### src/hps_pkg.sv
`timescale 1ns / 1ps
// ----------------------------------------------------------------------------
// hps_pkg - shared types and constants of the haptic pattern sequencer
// Action and mode codes, register indexes, register reset values and the
// structs that pass between the sequencer's modules.
// ----------------------------------------------------------------------------
package hps_pkg;

  // Field widths
  localparam int ACTION_W   = 3;
  localparam int TIME_W     = 32;
  localparam int CODE_W     = 4;
  localparam int LINES_W    = 4;
  localparam int MODE_W     = 3;
  localparam int PHASE_W    = 2;
  localparam int CFG_W      = 16;
  localparam int CFG_COUNT  = 8;
  localparam int CFG_IDX_W  = $clog2(CFG_COUNT);

  // Action codes
  localparam logic [ACTION_W-1:0] ACT_TICK      = 3'd0;
  localparam logic [ACTION_W-1:0] ACT_SET_MODE  = 3'd1;
  localparam logic [ACTION_W-1:0] ACT_STOP      = 3'd2;
  localparam logic [ACTION_W-1:0] ACT_LINK_UP   = 3'd3;
  localparam logic [ACTION_W-1:0] ACT_LINK_DOWN = 3'd4;
  localparam logic [ACTION_W-1:0] ACT_UNKNOWN   = 3'd5;

  // Mode codes
  localparam logic [MODE_W-1:0] MODE_OFF       = 3'd0;
  localparam logic [MODE_W-1:0] MODE_WEAK      = 3'd1;
  localparam logic [MODE_W-1:0] MODE_MED_WEAK  = 3'd2;
  localparam logic [MODE_W-1:0] MODE_MED_STRNG = 3'd3;
  localparam logic [MODE_W-1:0] MODE_STRONG    = 3'd4;
  localparam logic [MODE_W-1:0] MODE_HEART     = 3'd5;
  localparam logic [MODE_W-1:0] MODE_FAST      = 3'd6;
  localparam logic [MODE_W-1:0] MODE_SLOW      = 3'd7;

  // Highest mode code that set mode accepts
  localparam logic [CODE_W-1:0] CODE_MAX = 4'd7;

  // Register indexes
  localparam logic [CFG_IDX_W-1:0] REG_HEART_WAIT   = 3'd0;
  localparam logic [CFG_IDX_W-1:0] REG_HEART_FIRST  = 3'd1;
  localparam logic [CFG_IDX_W-1:0] REG_HEART_GAP    = 3'd2;
  localparam logic [CFG_IDX_W-1:0] REG_HEART_SECOND = 3'd3;
  localparam logic [CFG_IDX_W-1:0] REG_FAST_OFF     = 3'd4;
  localparam logic [CFG_IDX_W-1:0] REG_FAST_ON      = 3'd5;
  localparam logic [CFG_IDX_W-1:0] REG_SLOW_OFF     = 3'd6;
  localparam logic [CFG_IDX_W-1:0] REG_SLOW_ON      = 3'd7;

  // Line patterns
  localparam logic [LINES_W-1:0] LINES_OFF     = 4'h0;
  localparam logic [LINES_W-1:0] LINES_ALL     = 4'hF;
  localparam logic [LINES_W-1:0] LINES_WEAK    = 4'h8;
  localparam logic [LINES_W-1:0] LINES_MED     = 4'h4;
  localparam logic [LINES_W-1:0] LINES_MED_STR = 4'h6;
  localparam logic [LINES_W-1:0] LINE_STRONG   = 4'h1;

  typedef logic [CFG_COUNT-1:0][CFG_W-1:0] cfg_bank_t;

  localparam cfg_bank_t CFG_RESET = {
    16'd300,   // slow on
    16'd300,   // slow off
    16'd100,   // fast on
    16'd150,   // fast off
    16'd150,   // heartbeat second beat
    16'd100,   // heartbeat gap
    16'd200,   // heartbeat first beat
    16'd1500   // heartbeat wait
  };

  typedef struct packed {
    logic [ACTION_W-1:0] action;
    logic [TIME_W-1:0]   now_ms;
    logic [CODE_W-1:0]   mode_code;
  } item_t;

  typedef struct packed {
    logic [LINES_W-1:0] motor_lines;
    logic               led_on;
    logic               status_valid;
    logic [MODE_W-1:0]  status_mode;
    logic               status_active;
  } result_t;

endpackage

### src/hps_cfg_regs.sv
`timescale 1ns / 1ps
// ----------------------------------------------------------------------------
// hps_cfg_regs - pattern timing registers
// Eight 16-bit interval registers, written one per transfer on the
// configuration channel. Always ready.
// ----------------------------------------------------------------------------
module hps_cfg_regs (
  input  logic                           clk,
  input  logic                           rst,
  input  logic                           cfg_valid,
  output logic                           cfg_ready,
  input  logic [hps_pkg::CFG_IDX_W-1:0]  cfg_index,
  input  logic [hps_pkg::CFG_W-1:0]      cfg_data,
  output hps_pkg::cfg_bank_t             cfg_bank
);
  import hps_pkg::*;

  assign cfg_ready = 1'b1;

  // Load the addressed register on each transfer
  always_ff @(posedge clk) begin
    if (rst) begin
      cfg_bank <= CFG_RESET;
    end else if (cfg_valid && cfg_ready) begin
      cfg_bank[cfg_index] <= cfg_data;
    end
  end

endmodule

### src/hps_in_reg.sv
`timescale 1ns / 1ps
// ----------------------------------------------------------------------------
// hps_in_reg - input register
// Captures one item per transfer and holds it while the result side stalls.
// ----------------------------------------------------------------------------
module hps_in_reg (
  input  logic           clk,
  input  logic           rst,
  input  logic           item_valid,
  output logic           item_stall,
  input  hps_pkg::item_t item_in,
  input  logic           advance,
  output logic           held_valid,
  output hps_pkg::item_t held_item
);
  import hps_pkg::*;

  // Stall only when a held item cannot move on
  assign item_stall = held_valid && !advance;

  // Refill whenever the register is empty or the held item moves on
  always_ff @(posedge clk) begin
    if (rst) begin
      held_valid <= 1'b0;
    end else if (!item_stall) begin
      held_valid <= item_valid;
    end
  end

  always_ff @(posedge clk) begin
    if (!item_stall && item_valid) begin
      held_item <= item_in;
    end
  end

endmodule

### src/hps_core.sv
`timescale 1ns / 1ps
// ----------------------------------------------------------------------------
// hps_core - sequencer state and next-state logic
// Holds mode, phase, phase timestamp, line levels, LED and link state, and
// works out the new state and the result of one item in a single pass.
// ----------------------------------------------------------------------------
module hps_core (
  input  logic               clk,
  input  logic               rst,
  input  logic               load,
  input  hps_pkg::item_t     item,
  input  hps_pkg::cfg_bank_t cfg_bank,
  output hps_pkg::result_t   result
);
  import hps_pkg::*;

  logic [MODE_W-1:0]  mode, mode_next;
  logic [PHASE_W-1:0] phase, phase_next;
  logic [TIME_W-1:0]  phase_start, phase_start_next;
  logic [LINES_W-1:0] lines, lines_next;
  logic               led, led_next;
  logic               link_up, link_up_next;

  logic [TIME_W-1:0]  elapsed;
  logic [CFG_W-1:0]   interval;
  logic               interval_ok;
  logic               expired;
  logic               report;

  // Pick the interval of the current phase
  always_comb begin
    interval    = '0;
    interval_ok = 1'b0;
    if (mode == MODE_HEART) begin
      interval_ok = 1'b1;
      unique case (phase)
        2'd0:    interval = cfg_bank[REG_HEART_WAIT];
        2'd1:    interval = cfg_bank[REG_HEART_FIRST];
        2'd2:    interval = cfg_bank[REG_HEART_GAP];
        default: interval = cfg_bank[REG_HEART_SECOND];
      endcase
    end else if (mode == MODE_FAST || mode == MODE_SLOW) begin
      interval_ok = (phase == 2'd0) || (phase == 2'd1);
      if (phase == 2'd0) begin
        interval = (mode == MODE_FAST) ? cfg_bank[REG_FAST_OFF] : cfg_bank[REG_SLOW_OFF];
      end else begin
        interval = (mode == MODE_FAST) ? cfg_bank[REG_FAST_ON] : cfg_bank[REG_SLOW_ON];
      end
    end
  end

  // Wrapping elapsed time against the phase interval
  assign elapsed = item.now_ms - phase_start;
  assign expired = interval_ok && (elapsed > {{(TIME_W-CFG_W){1'b0}}, interval});

  // Next state for one item
  always_comb begin
    mode_next        = mode;
    phase_next       = phase;
    phase_start_next = phase_start;
    lines_next       = lines;
    led_next         = led;
    link_up_next     = link_up;
    report           = 1'b0;
    unique case (item.action)
      ACT_TICK: begin
        unique case (mode)
          MODE_OFF: begin
            lines_next = LINES_OFF;
            led_next   = 1'b0;
          end
          MODE_WEAK: begin
            lines_next = LINES_WEAK;
            led_next   = 1'b1;
          end
          MODE_MED_WEAK: begin
            lines_next = LINES_MED;
            led_next   = 1'b1;
          end
          MODE_MED_STRNG: begin
            lines_next = LINES_MED_STR;
            led_next   = 1'b1;
          end
          MODE_STRONG: begin
            lines_next = LINES_ALL;
            led_next   = 1'b1;
          end
          MODE_HEART: begin
            if (expired) begin
              phase_start_next = item.now_ms;
              phase_next       = phase + 2'd1;
              unique case (phase)
                2'd0: begin
                  lines_next = LINES_MED;
                  led_next   = 1'b1;
                end
                2'd2: begin
                  lines_next = lines | LINE_STRONG;
                  led_next   = 1'b1;
                end
                default: begin
                  lines_next = LINES_OFF;
                  led_next   = 1'b0;
                end
              endcase
            end
          end
          default: begin
            // Rumble modes toggle between all off and all on
            if (expired) begin
              phase_start_next = item.now_ms;
              if (phase == 2'd0) begin
                phase_next = 2'd1;
                lines_next = LINES_ALL;
                led_next   = 1'b1;
              end else begin
                phase_next = 2'd0;
                lines_next = LINES_OFF;
                led_next   = 1'b0;
              end
            end
          end
        endcase
      end
      ACT_SET_MODE: begin
        phase_next       = '0;
        phase_start_next = '0;
        if (item.mode_code == '0) begin
          mode_next  = MODE_OFF;
          lines_next = LINES_OFF;
          led_next   = 1'b0;
          report     = 1'b1;
        end else if (item.mode_code <= CODE_MAX) begin
          mode_next = item.mode_code[MODE_W-1:0];
          report    = 1'b1;
        end
      end
      ACT_STOP: begin
        mode_next        = MODE_OFF;
        phase_next       = '0;
        phase_start_next = '0;
        lines_next       = LINES_OFF;
        led_next         = 1'b0;
        report           = 1'b1;
      end
      ACT_LINK_UP: begin
        link_up_next = 1'b1;
        led_next     = 1'b0;
      end
      ACT_LINK_DOWN: begin
        link_up_next     = 1'b0;
        mode_next        = MODE_OFF;
        phase_next       = '0;
        phase_start_next = '0;
        lines_next       = LINES_OFF;
        led_next         = 1'b0;
      end
      ACT_UNKNOWN: begin
        report = 1'b1;
      end
      default: begin
        // Unused action codes leave everything as is
      end
    endcase
  end

  // Build the result from the state after the item
  always_comb begin
    result.motor_lines   = lines_next;
    result.led_on        = led_next;
    result.status_valid  = report && link_up_next;
    result.status_mode   = (report && link_up_next) ? mode_next : '0;
    result.status_active = report && link_up_next && (phase_next != '0);
  end

  // Commit the new state when the item moves to the result register
  always_ff @(posedge clk) begin
    if (rst) begin
      mode        <= MODE_OFF;
      phase       <= '0;
      phase_start <= '0;
      lines       <= LINES_OFF;
      led         <= 1'b0;
      link_up     <= 1'b0;
    end else if (load) begin
      mode        <= mode_next;
      phase       <= phase_next;
      phase_start <= phase_start_next;
      lines       <= lines_next;
      led         <= led_next;
      link_up     <= link_up_next;
    end
  end

endmodule

### src/hps_out_reg.sv
`timescale 1ns / 1ps
// ----------------------------------------------------------------------------
// hps_out_reg - result register
// Holds one result until the downstream side takes it; tells the input
// stage when the pipeline may move.
// ----------------------------------------------------------------------------
module hps_out_reg (
  input  logic             clk,
  input  logic             rst,
  input  logic             load_valid,
  input  hps_pkg::result_t result_in,
  output logic             advance,
  output logic             result_valid,
  input  logic             result_stall,
  output hps_pkg::result_t result_out
);
  import hps_pkg::*;

  // Move on unless a result sits here stalled
  assign advance = !(result_valid && result_stall);

  always_ff @(posedge clk) begin
    if (rst) begin
      result_valid <= 1'b0;
    end else if (advance) begin
      result_valid <= load_valid;
    end
  end

  always_ff @(posedge clk) begin
    if (advance && load_valid) begin
      result_out <= result_in;
    end
  end

endmodule

### src/haptic_pattern_sequencer.sv
`timescale 1ns / 1ps
// ----------------------------------------------------------------------------
// haptic_pattern_sequencer - vibration motor pattern sequencer
// Drives four motor lines and a status LED from ticks and commands.
// ----------------------------------------------------------------------------
// The sequencer takes one item (a tick carrying the millisecond time, or a
// command) in every clock cycle and returns exactly one result per item:
// the item is held in the input register, then passes through the state
// update into the result register. The whole path is a single 32-bit
// subtract and compare against the phase interval, so the sustained rate
// is one item per cycle; a stall on the result side holds the
// pipeline and backs up onto item_stall. Timing registers are written on the
// configuration channel (always ready) and should only change while no item
// is in flight.
module haptic_pattern_sequencer (
  input  logic                           clk,
  input  logic                           rst,
  // item channel
  input  logic                           item_valid,
  output logic                           item_stall,
  input  logic [hps_pkg::ACTION_W-1:0]   action,
  input  logic [hps_pkg::TIME_W-1:0]     now_ms,
  input  logic [hps_pkg::CODE_W-1:0]     mode_code,
  // result channel
  output logic                           result_valid,
  input  logic                           result_stall,
  output logic [hps_pkg::LINES_W-1:0]    motor_lines,
  output logic                           led_on,
  output logic                           status_valid,
  output logic [hps_pkg::MODE_W-1:0]     status_mode,
  output logic                           status_active,
  // configuration channel
  input  logic                           cfg_valid,
  output logic                           cfg_ready,
  input  logic [hps_pkg::CFG_IDX_W-1:0]  cfg_index,
  input  logic [hps_pkg::CFG_W-1:0]      cfg_data
);
  import hps_pkg::*;

  cfg_bank_t cfg_bank;
  item_t     item_in;
  item_t     held_item;
  logic      held_valid;
  logic      advance;
  result_t   core_result;
  result_t   result_out;

  assign item_in.action    = action;
  assign item_in.now_ms    = now_ms;
  assign item_in.mode_code = mode_code;

  hps_cfg_regs u_cfg (
    .clk       (clk),
    .rst       (rst),
    .cfg_valid (cfg_valid),
    .cfg_ready (cfg_ready),
    .cfg_index (cfg_index),
    .cfg_data  (cfg_data),
    .cfg_bank  (cfg_bank)
  );

  hps_in_reg u_in (
    .clk        (clk),
    .rst        (rst),
    .item_valid (item_valid),
    .item_stall (item_stall),
    .item_in    (item_in),
    .advance    (advance),
    .held_valid (held_valid),
    .held_item  (held_item)
  );

  hps_core u_core (
    .clk      (clk),
    .rst      (rst),
    .load     (held_valid && advance),
    .item     (held_item),
    .cfg_bank (cfg_bank),
    .result   (core_result)
  );

  hps_out_reg u_out (
    .clk          (clk),
    .rst          (rst),
    .load_valid   (held_valid),
    .result_in    (core_result),
    .advance      (advance),
    .result_valid (result_valid),
    .result_stall (result_stall),
    .result_out   (result_out)
  );

  assign motor_lines   = result_out.motor_lines;
  assign led_on        = result_out.led_on;
  assign status_valid  = result_out.status_valid;
  assign status_mode   = result_out.status_mode;
  assign status_active = result_out.status_active;

endmodule

### config.mk
export PLATFORM = sky130hd
export DESIGN_NAME = haptic_pattern_sequencer
export DESIGN_NICKNAME = d
export VERILOG_FILES = /design/src/hps_pkg.sv /design/src/hps_cfg_regs.sv /design/src/hps_in_reg.sv /design/src/hps_core.sv /design/src/hps_out_reg.sv /design/src/haptic_pattern_sequencer.sv
export SDC_FILE = /design/constraint.sdc
export NUM_CORES = 1
export LEC_CHECK = 0
export BUFFER_PORTS_ARGS = -buffer_cell sky130_fd_sc_hd__buf_2
export CORE_AREA = 2 2 162 164
export CTS_CLUSTER_SIZE = 30
export DETAILED_ROUTE_END_ITERATION = 7
export DIE_AREA = 0 0 164 166
export GPL_TIMING_DRIVEN = 0
export PLACE_DENSITY_LB_ADDON = 0.05
export SLEW_MARGIN = 20
export SYNTH_ARGS = -nofsm -noshare
export SYNTH_HDL_FRONTEND = slang
export SYNTH_HIERARCHICAL = 1
export SYNTH_SLANG_ARGS = --single-unit
### constraint.sdc
create_clock -name clk -period 7.05 [get_ports clk]
set_clock_uncertainty 0.05 [all_clocks]
set_input_delay 1.41 -clock clk [delete_from_list [all_inputs] [get_ports clk]]
set_output_delay 1.41 -clock clk [all_outputs]
set_load 0.02 [all_outputs]
Word level (Yosys, flattened, before mapping)
Cells that the tools add are included.
{"block": "op_classes", "add_sub_neg": 2, "order_cmp": 4, "eq_ne": 16, "mux": 40, "reduce_logical": 26}
{"operator": "$bwmux 128", "n": 1}
{"operator": "$mux 16", "n": 6}
{"operator": "$mux 32", "n": 2}
{"operator": "$pmux 32 s2", "n": 1}
{"operator": "$demux 16 s3", "n": 1}
{"operator": "$pmux 16 s3", "n": 1}
{"operator": "$gt 32x16->1", "n": 1}
{"operator": "$sub 32x32->32", "n": 1}
{"operator": "$pmux 4 s6", "n": 1}
{"operator": "$eq 3x3->1 const B", "n": 6}
{"operator": "$mux 4", "n": 4}
{"operator": "$eq 3x2->1 const B", "n": 4}
{"operator": "$pmux 4 s3", "n": 1}
{"operator": "$mux 1", "n": 10}
{"operator": "$logic_and 1x1->1", "n": 8}
{"operator": "$pmux 2 s2", "n": 2}
{"operator": "$pmux 4 s2", "n": 1}
{"operator": "$eq 3x1->1 const B", "n": 2}
{"operator": "$logic_not 3->1", "n": 2}
{"operator": "$mux 3", "n": 2}
{"operator": "$pmux 1 s3", "n": 2}
{"operator": "$pmux 3 s2", "n": 1}
{"operator": "$reduce_or 2->1", "n": 3}
{"operator": "$reduce_or 3->1", "n": 2}
{"operator": "18 further kinds", "n": 23}
{"block": "word_totals", "regBits": 222, "inputBits": 63, "output_inout_bits": 13, "wordCells": 112}

Depth between registers and ports, before layout
Gate-level depths: netlist of the first run.
{"block": "depth", "word_depth": 12, "ltp_mapped": 23, "mapped_depth_nobuf": 21}

Modules after synthesis
Netlist of the first run, hierarchy kept.
{"module": "hps_core", "n_inst": 1, "cells_per_inst": 844, "area_each_um2": 5957.0}
{"module": "hps_cfg_regs", "n_inst": 1, "cells_per_inst": 465, "area_each_um2": 5059.9}
{"module": "hps_in_reg", "n_inst": 1, "cells_per_inst": 43, "area_each_um2": 1221.2}
{"module": "hps_out_reg", "n_inst": 1, "cells_per_inst": 15, "area_each_um2": 339.1}
{"module": "haptic_pattern_sequencer", "n_inst": 1, "cells_per_inst": 1, "area_each_um2": 6.3}

Least setup slack after synthesis of the first run
OpenSTA, ideal clock, no wires.
{"block": "synth_path", "path_kind": "reg-to-reg", "from": "register, netlist name u_in/held_item[4]", "to": "register, netlist name u_out/result_out[5]", "setup_time_ns": 0.251, "arrival_time_ns": 4.530, "required_ns": 6.749, "setup_slack_ns": 2.219, "path_stages_with_launch": 22, "path_buffers": 2, "synth_period_minus_slack_ns": 4.831, "cell_sequence": "edfxtp_1 inv_1 ha_1 fa_1 nand2b_1 a21oi_1 nor2_1 o21ai_0 a31oi_1 xnor2_1 ha_1 nand4_1 or4_1 o31a_1 a211o_1 nor4_4 nand4_4 buf_6 a211o_1 a21oi_1 o21ai_1 buf_4"}
{"block": "synth_between", "elab_chain_len": 6}
{"element": "$sub 32x32->32 (*)", "line_no": "hps_core.sv:53", "rtl": "assign elapsed = item.now_ms - phase_start;"}
{"element": "$gt 32x16->1 (*)", "line_no": "hps_core.sv:54", "rtl": "assign expired = interval_ok && (elapsed > {{(TIME_W-CFG_W){1'b0}}, interval});"}
{"element": "$logic_and 1x1->1 (*)", "line_no": "hps_core.sv:54"}
{"element": "$mux 1 (on tied branches)", "line_no": "hps_core.sv:110, hps_core.sv:89"}
{"element": "$pmux 1 s3 (*)", "line_no": "hps_core.sv:67", "rtl": "unique case (mode)"}
{"element": "$pmux 1 s3 (*)", "line_no": "hps_core.sv:65", "rtl": "unique case (item.action)"}
{"element": "net u_core.led_next", "line_no": "hps_core.sv:21", "rtl": "logic led, led_next;"}
The timed path passes the listed nets; every way through them passes the cells marked *.
A chain may end at the register's enable or synchronous reset.

Worst setup path after layout of the first run
{"block": "layout_path", "from": "register u_core.phase[0]", "to": "register, netlist name u_out/result_out[5]"}
{"block": "layout_between", "elab_chain_len": 9}
{"element": "start, declared", "line_no": "hps_core.sv:18", "rtl": "logic [PHASE_W-1:0] phase, phase_next;"}
{"element": "start signal, assigned", "line_no": "hps_core.sv:187", "rtl": "phase <= phase_next;"}
{"element": "$logic_not 2->1"}
{"element": "$mux 16", "line_no": "hps_core.sv:44", "rtl": "if (phase == 2'd0) begin"}
{"element": "$mux 16", "line_no": "hps_core.sv:42", "rtl": "end else if (mode == MODE_FAST || mode == MODE_SLOW) begin"}
{"element": "$mux 16", "line_no": "hps_core.sv:34", "rtl": "if (mode == MODE_HEART) begin"}
{"element": "$gt 32x16->1", "line_no": "hps_core.sv:54"}
{"element": "$logic_and 1x1->1", "line_no": "hps_core.sv:54"}
{"element": "$mux 1 (on tied branches)", "line_no": "hps_core.sv:110, hps_core.sv:89"}
{"element": "$pmux 1 s3 (*)", "line_no": "hps_core.sv:67"}
{"element": "$pmux 1 s3 (*)", "line_no": "hps_core.sv:65"}
{"element": "net u_core.led_next", "line_no": "hps_core.sv:21"}
Marked as above.

==> results.cfg, run 1 <==
[status]
status = completed

[final_layout]
diodes = 0
area_growth_syn_to_layout_pct = 13.8
layout.cells.non_filler = 1826
nets = 1586
final_cell_area_sq_um = 14300
drive_above_1_share = 0.136
fillCellCount = 2368

[worst_setup_path]
max_stage_delay_ps = 570
cp_data_required_time_ps = 7300
reg2reg_to = u_out/result_out[5]
crit_arrival_ps = 6180
crit_slowest_cell = clkbuf_1
end_kind = flop
regToRegSetupSlack_ps = 1120
crit_chain = inv_1 > ha_1 > clkbuf_1 > clkbuf_1 > a222oi_1 > mux2i_1 > o21ai_0 > ha_1 > nand4_1 > or4_1 > o31a_1 > a211o_1 > nor4_4 > nand4_4 > buf_6 > a211o_1 > a21oi_1 > o21ai_1 > buf_4
start_kind = flop
cp.depth = 19
worst-path-buf-inv = 5
critPathLaunch = u_core/phase[0]
crit_end = u_out/result_out[5]
rr_worst_depth = 19
worst_path_dominant_cell_family = compound AO/OA/AOI/OAI gates
path_max_fanout = 10
r2r_start = u_core/phase[0]
crit_type = flop to flop

[global_routing]
met2_usage = 0.469
use_met3 = 0.0302
grt_max_degree = 26
top_usage_layer = met2
antenna_found_initial = 0
grt_remaining_overflow = 0
grt_pass1_vias = 10300
use_met1 = 0.328
grt_use_total = 0.263
grt_first_pass_wirelength_mm = 56.5

[run]
max-cap-violations = 0

[route]
antenna_left = 0
drt_iter0_markers = 823
drc = 0
dr.pass1.iters = 5
vias = 10500
vias_per_cell = 5.77
postRouteWirelength_mm = 36.4
wl_per_cell_microns = 19.9

[logic_synthesis]
syn_area_per_cell_sq_um = 9.20
synth_nets = 1483
synth_area_sq_um = 12600
ys_types = 87
ys_warn_count = 6
synth_edf_count = 49
syn-instance-count = 1368
async_reset_ff_frac = 0
synth-seq-cells = 222
ys_seq_area_frac = 0.392
synth_ff_type = dfxtp_1

[sta]
tns_ps = 0
slew_violations = 0
setup_viol = 0
min_period_over_period = 0.841
worstMarginPinSlew_ps = 987
rsz0062_at_grt = no
finalHoldViolCount = 0
max_freq_mhz = 169
max_slew_margin = 0.337
finalCriticalPeriod_ps = 5930

[clock_tree]
cts.clk_slew.worst_paths_ps = 60
clkLatencyLatePin_ps = 560
cts_tree = built
post_cts_buffers = 0
ctsResizeCount = 0
cts_buffer_depth = 3
cts_hold_buffers = 0
cts_buffers = 26
cts_sinks = 222
htreeDepth = 1
cts_root_buf = clkbuf_16

[hold_path]
hold_depth = 2
hp-class = flop to flop

[placed_design]
gp_congestion = 0.909
port_buffers = 74
hpwl_mm = 26.9
placed_area_sq_um = 13400
placed_cells = 1778

[power_and_ir_drop]
p_per_area_nw_per_um2 = 219
total_power_mw = 3.13
peakVddDrop_v = 0.000186
p_leak_nw = 5.80

[floorplanning]
die_h_microns = 166
die_w_microns = 164
io_pins = 76
dieArea_sq_um = 27200
core-area_sq_um = 25600
start_util = 0.491
rows = 59
==> power by group <==
part | total (mW) | internal [mW] | leakage, nW | switching (mW)
registers | 1.36 | 1.34 | 1.88 | 0.0212
clock network | 1.43 | 0.870 | 0.449 | 0.555
logic | 0.350 | 0.132 | 3.47 | 0.218
total | 3.13 | 2.34 | 5.80 | 0.795
==> synth_stat cells (all sizes together), types with 4 or more instances <==
| library cell | n | area (sq um) |
|---|---|---|
| a211o | 4 | 43.8 |
| a21boi | 13 | 97.6 |
| a21o | 6 | 45.0 |
| a21oi | 100 | 523 |
| a222oi | 16 | 160 |
| a22oi | 6 | 45.0 |
| a2bb2oi | 5 | 50.0 |
| a311oi | 6 | 65.1 |
| a31oi | 20 | 161 |
| and2 | 4 | 27.5 |
| and4 | 4 | 35.0 |
| buf | 59 | 344 |
| clkbuf | 46 | 173 |
| dfxtp | 173 | 3460 |
| edfxtp | 49 | 1470 |
| ha | 51 | 638 |
| inv | 72 | 270 |
| mux2i | 142 | 1420 |
| mux4 | 6 | 135 |
| nand2 | 88 | 330 |
| nand2b | 120 | 751 |
| nand3 | 11 | 60.1 |
| nand4 | 47 | 315 |
| nor2 | 96 | 360 |
| nor2b | 7 | 51.3 |
| nor3 | 9 | 45.0 |
| nor4 | 6 | 52.6 |
| o211ai | 12 | 95.1 |
| o21a | 14 | 105 |
| o21ai | 81 | 405 |
| o21bai | 5 | 37.5 |
| o221ai | 11 | 96.3 |
| or3 | 6 | 37.5 |
| xnor2 | 15 | 131 |
| xor2 | 6 | 52.6 |
==> stage by stage <==
step,utilization,hold WS (ps),setup slack (ps)
floorplan,-,398,2220
global placement,0.522,408,1210
detailed placement,0.523,417,1230
CTS,0.559,425,1200
global route,0.559,444,948
finish,0.559,424,1120
==> cell families (layout without fill, tap and decap cells) <==
| group | Yosys count | after routing | synth area share |
|---|---|---|---|
| other cells | 1 | 1 | 0.000298 |
| simple gates | 418 | 418 | 0.180 |
| fa+ha+maj | 52 | 52 | 0.0523 |
| mux | 150 | 150 | 0.125 |
| buf+inv | 178 | 301 | 0.0628 |
| xor+xnor | 21 | 21 | 0.0146 |
| compound gates | 326 | 326 | 0.172 |
| flops | 222 | 222 | 0.392 |
==> worst min-delay path, delay by kind of cell, from the launching register on <==
kind | cells | cell delay (ps)
flops | 1 | 310
simple gates | 1 | 60
mux | 1 | 60
==> registers in the layout (all words and copies together) (netlist names) <==
name and cells:
u_core/phase_start 32, u_core/mode 3, u_out/result_out 10, u_in/held_valid 1, u_out/result_valid 1, u_core/phase 2
u_cfg/cfg_bank 128, u_core/link_up 1, u_core/led 1, u_core/lines 4, u_in/held_item 39
==> cell type report <==
type	count	area, sq um	area share
Timing Repair Buffer	75	390	0.0273
Inverter	73	274	0.0191
Tap cell	335	419	0.0293
Sequential cell	222	4930	0.345
Buffer	105	517	0.0361
Clock buffer	34	721	0.0503
Multi-Input combinational cell	968	6870	0.479
Clock inverter	14	200	0.0140
==> layer usage <==
metal / vias up / wire [microns]
met2: 255 / 18100
li1: 5135 / -
met1: 5081 / 15700
met4: 0 / 1230
met5: - / 0
met3: 70 / 1370
==> how the worst min path moves through the flow <==
stage                                         to                    from
after floorplan               u_cfg/cfg_bank[15]      u_cfg/cfg_bank[15]
after global placement         u_cfg/cfg_bank[0]       u_cfg/cfg_bank[0]
after detailed placement      u_cfg/cfg_bank[73]      u_cfg/cfg_bank[73]
after CTS                 u_core/phase_start[13]  u_core/phase_start[13]
after global routing          u_cfg/cfg_bank[70]      u_cfg/cfg_bank[70]
final                         u_cfg/cfg_bank[78]      u_cfg/cfg_bank[78]
==> placed cells by master, fill, tap and decap left out, types with 5 or more instances in the layout <==
cell	count
o211ai_1	11
buf_4	16
a31oi_1	17
clkinv_2	7
a222oi_1	16
xnor2_1	15
nor3_1	9
o21bai_1	5
a21boi_0	12
clkbuf_1	50
a21oi_1	94
o21ai_1	39
clkbuf_16	26
o21ai_0	42
ha_1	51
a21oi_2	6
a21o_1	6
nand2_1	88
inv_1	72
nand4_1	45
nor4_1	5
mux2i_1	142
edfxtp_1	49
a22oi_1	6
buf_1	13
nand3_1	10
buf_2	100
nand2b_1	120
nor2b_1	5
nor2_1	96
mux4_2	6
or3_1	6
o221ai_1	11
dfxtp_1	173
xor2_1	6
o21a_1	14
Note: power is estimated with default switching activity, not from simulation.
==> run 2: changes to the inputs <==
--- a/config.mk
+++ b/config.mk
@@ -5,11 +5,12 @@
 export SDC_FILE = /design/constraint.sdc
 export NUM_CORES = 1
 export LEC_CHECK = 0
+export ABC_AREA = 1
 export BUFFER_PORTS_ARGS = -buffer_cell sky130_fd_sc_hd__buf_2
-export CORE_AREA = 2 2 162 164
+export CORE_AREA = 2 2 167 169
 export CTS_CLUSTER_SIZE = 30
 export DETAILED_ROUTE_END_ITERATION = 7
-export DIE_AREA = 0 0 164 166
+export DIE_AREA = 0 0 169 171
 export GPL_TIMING_DRIVEN = 0
 export PLACE_DENSITY_LB_ADDON = 0.05
 export SLEW_MARGIN = 20
==> constraint.sdc (replaced) <==
create_clock -name clk -period 6.21 [get_ports clk]
set_clock_uncertainty 0.05 [all_clocks]
set_input_delay 1.242 -clock clk [delete_from_list [all_inputs] [get_ports clk]]
set_output_delay 1.242 -clock clk [all_outputs]
set_load 0.02 [all_outputs]
==> run 2 against run 1 <==
  * Sequential share of layout area is 1.5 points lower
  * Wire length rose by 12%
  * Worst hold slack worse by 16 ps
  * First-iteration DRC count grew 15%
  * Design area grew 4.7%
  * Critical path type unchanged
  * Highest routed layer unchanged
==> results.cfg, run 2 <==
[global_routing]
antenna_found_initial = 0
grt_pass1_vias = 11800
grt_first_pass_wirelength_mm = 63.4
grt_use_total = 0.281
grt_remaining_overflow = 0
grt_max_degree = 26

[route]
drc = 0
vias_per_cell = 5.18
antenna_left = 0
wl_per_cell_microns = 16.8
dr.pass1.iters = 5
vias = 12500
postRouteWirelength_mm = 40.6
drt_iter0_markers = 950

[final_layout]
area_growth_syn_to_layout_pct = 12.8
drive_above_1_share = 0.146
fillCellCount = 2794
diodes = 0
layout_common_cells = nand2_1, nor2_1, inv_1
largest_register_ff_count = 128
reg.largest.list = u_cfg/cfg_bank (128), u_in/held_item (39), u_core/phase_start (32)
layout_commonest_cell = nand2_1
layout.cells.non_filler = 2413
largest-register = u_cfg/cfg_bank
nets = 2163

[worst_setup_path]
end_kind = flop
cp_common_cell = nand2_1
crit_type = flop to flop
reg2reg_to = u_out/result_out[5]
rr_worst_depth = 28
regToRegSetupSlack_ps = 1070
cp_data_required_time_ps = 6470
crit_arrival_ps = 5400
r2r_start = u_core/mode[1]
crit_slowest_cell = buf_1
path_max_fanout = 10
start_kind = flop
max_stage_delay_ps = 480

[logic_synthesis]
synth.most_common_cell = nand2_1
syn_area_per_cell_sq_um = 6.83
async_reset_ff_frac = 0
ys_seq_area_frac = 0.371
synth_nets = 2061
synth_ff_type = dfxtp_1
yosysTopAreaCell = dfxtp_1
synth_edf_count = 49
yosys.area.top_type_share = 0.261
synthTopCellsByArea = dfxtp_1, nand2_1, edfxtp_1
ys_top_cells_by_count = nand2_1, nor2_1, inv_1
ys_types = 48
synth-seq-cells = 222
synth_area_sq_um = 13300
syn-instance-count = 1946
ys_warn_count = 6

[clock_tree]
post_cts_buffers = 0
cts_buffers = 26
cts_hold_buffers = 0
cts_root_buf = clkbuf_16
htreeDepth = 1
clkLatencyLatePin_ps = 560
cts_sinks = 222
cts_buffer_depth = 3
ctsResizeCount = 0
cts.clk_slew.worst_paths_ps = 60
cts_tree = built

[sta]
setup_viol = 0
finalHoldViolCount = 0
slew_violations = 0
rsz0062_at_grt = no
worstMarginPinSlew_ps = 975
max_freq_mhz = 194
min_period_over_period = 0.828
tns_ps = 0
max_slew_margin = 0.350
finalCriticalPeriod_ps = 5140

[floorplanning]
io_pins = 76
rows = 61
die_h_microns = 171
dieArea_sq_um = 28900
start_util = 0.486
die_w_microns = 169
core-area_sq_um = 27300

[power_and_ir_drop]
peakVddDrop_v = 0.000207
p_per_area_nw_per_um2 = 259
p_leak_nw = 7.05

[status]
status = completed

[placed_design]
hpwl_mm = 30.4
gp_congestion = 0.930
port_buffers = 73
placed_cells = 2366

[hold_path]
hp-class = flop to flop
timing.hold.worst.start = u_cfg/cfg_bank[82]
min_to = u_cfg/cfg_bank[82]
hold_depth = 2

[run]
max-cap-violations = 0
-- run 2: cell types whose count changed after synthesis, moves of 24 or more --
| cell | change |
|---|---|
| a211oi_2 | +30 |
| a21oi_1 | -30 |
| inv_1 | +145 |
| mux2i_1 | -142 |
| nand2_1 | +523 |
| nand2_2 | +24 |
| nand2b_1 | -120 |
| nand3_1 | +198 |
| nand4_1 | -27 |
| nor2_1 | +174 |
| o21ai_0 | -24 |
| o21ai_1 | -37 |
-- run 2: worst max path at each step --
stage / startpoint / to / slack, ps / cells past startpoint
floorplan: u_core/mode[1] / u_out/result_out[5] / 2490 / 28
global placement: u_core/mode[1] / u_out/result_out[5] / 1130 / 28
finish: u_core/mode[1] / u_out/result_out[5] / 1070 / 28
CTS: u_core/mode[1] / u_out/result_out[5] / 1080 / 28
detailed placement: u_core/mode[1] / u_out/result_out[5] / 1090 / 28
global route: u_core/phase[0] / u_out/result_out[5] / 620 / 27
-- run 2: per-layer routing --
| metal | GRT usage | up-vias | part of all wire |
|---|---|---|---|
| li1 | - | 6345 | - |
| met1 | 0.355 | 5710 | 0.43 |
| met2 | 0.489 | 357 | 0.47 |
| met3 | 0.0289 | 91 | 0.049 |
| met4 | 0.120 | 0 | 0.045 |
| met5 | 0 | - | 0 |
-- run 2: layout make-up --
cell class,instances,area [sq um],area share
flip-flops and latches,222,4930,0.329
clock buffers,38,776,0.0517
clock inverters,9,96.3,0.00643
inverters,239,897,0.0598
well taps,346,433,0.0289
plain buffers,78,439,0.0293
repair buffers,74,385,0.0257
multi-input cells,1407,7030,0.469
-- run 2: worst max-delay path: cells and delay by family (launching register included) --
| family | cells | cell delay, ps |
|---|---|---|
| adders and majority gates | 1 | 390 |
| buffers and inverters | 6 | 1690 |
| DFF | 1 | 310 |
| and+or+nand+nor | 21 | 2460 |
-- run 2: power by group --
| part | switching [mW] | total (mW) | internal [mW] |
|---|---|---|---|
| Combinational | 0.513 | 0.764 | 0.251 |
| Clock | 0.639 | 1.55 | 0.908 |
| Sequential | 0.0360 | 1.58 | 1.54 |
-- run 2: kinds of logic after synthesis --
logic type	share of synthesized area
xor gates and xnor gates	0.00989
other	0.000282
AOI/OAI and AO/OA	0.0831
DFF	0.371
and+or+nand+nor	0.384
adders and majority gates	0.0495
muxes	0.000847
buffers and inverters	0.101
-- run 2: stage by stage --
stage	instance area (sq um)	power (mW)	utilization	hold slack [ps]	worst slack, ps
after floorplan	13300	2.14	-	379	2490
after global placement	14100	2.35	0.516	388	1130
after detailed placement	14100	2.36	0.517	393	1090
after CTS	15000	3.91	0.549	409	1080
after global routing	15000	4.07	0.549	430	621
final	15000	3.89	0.549	408	1070
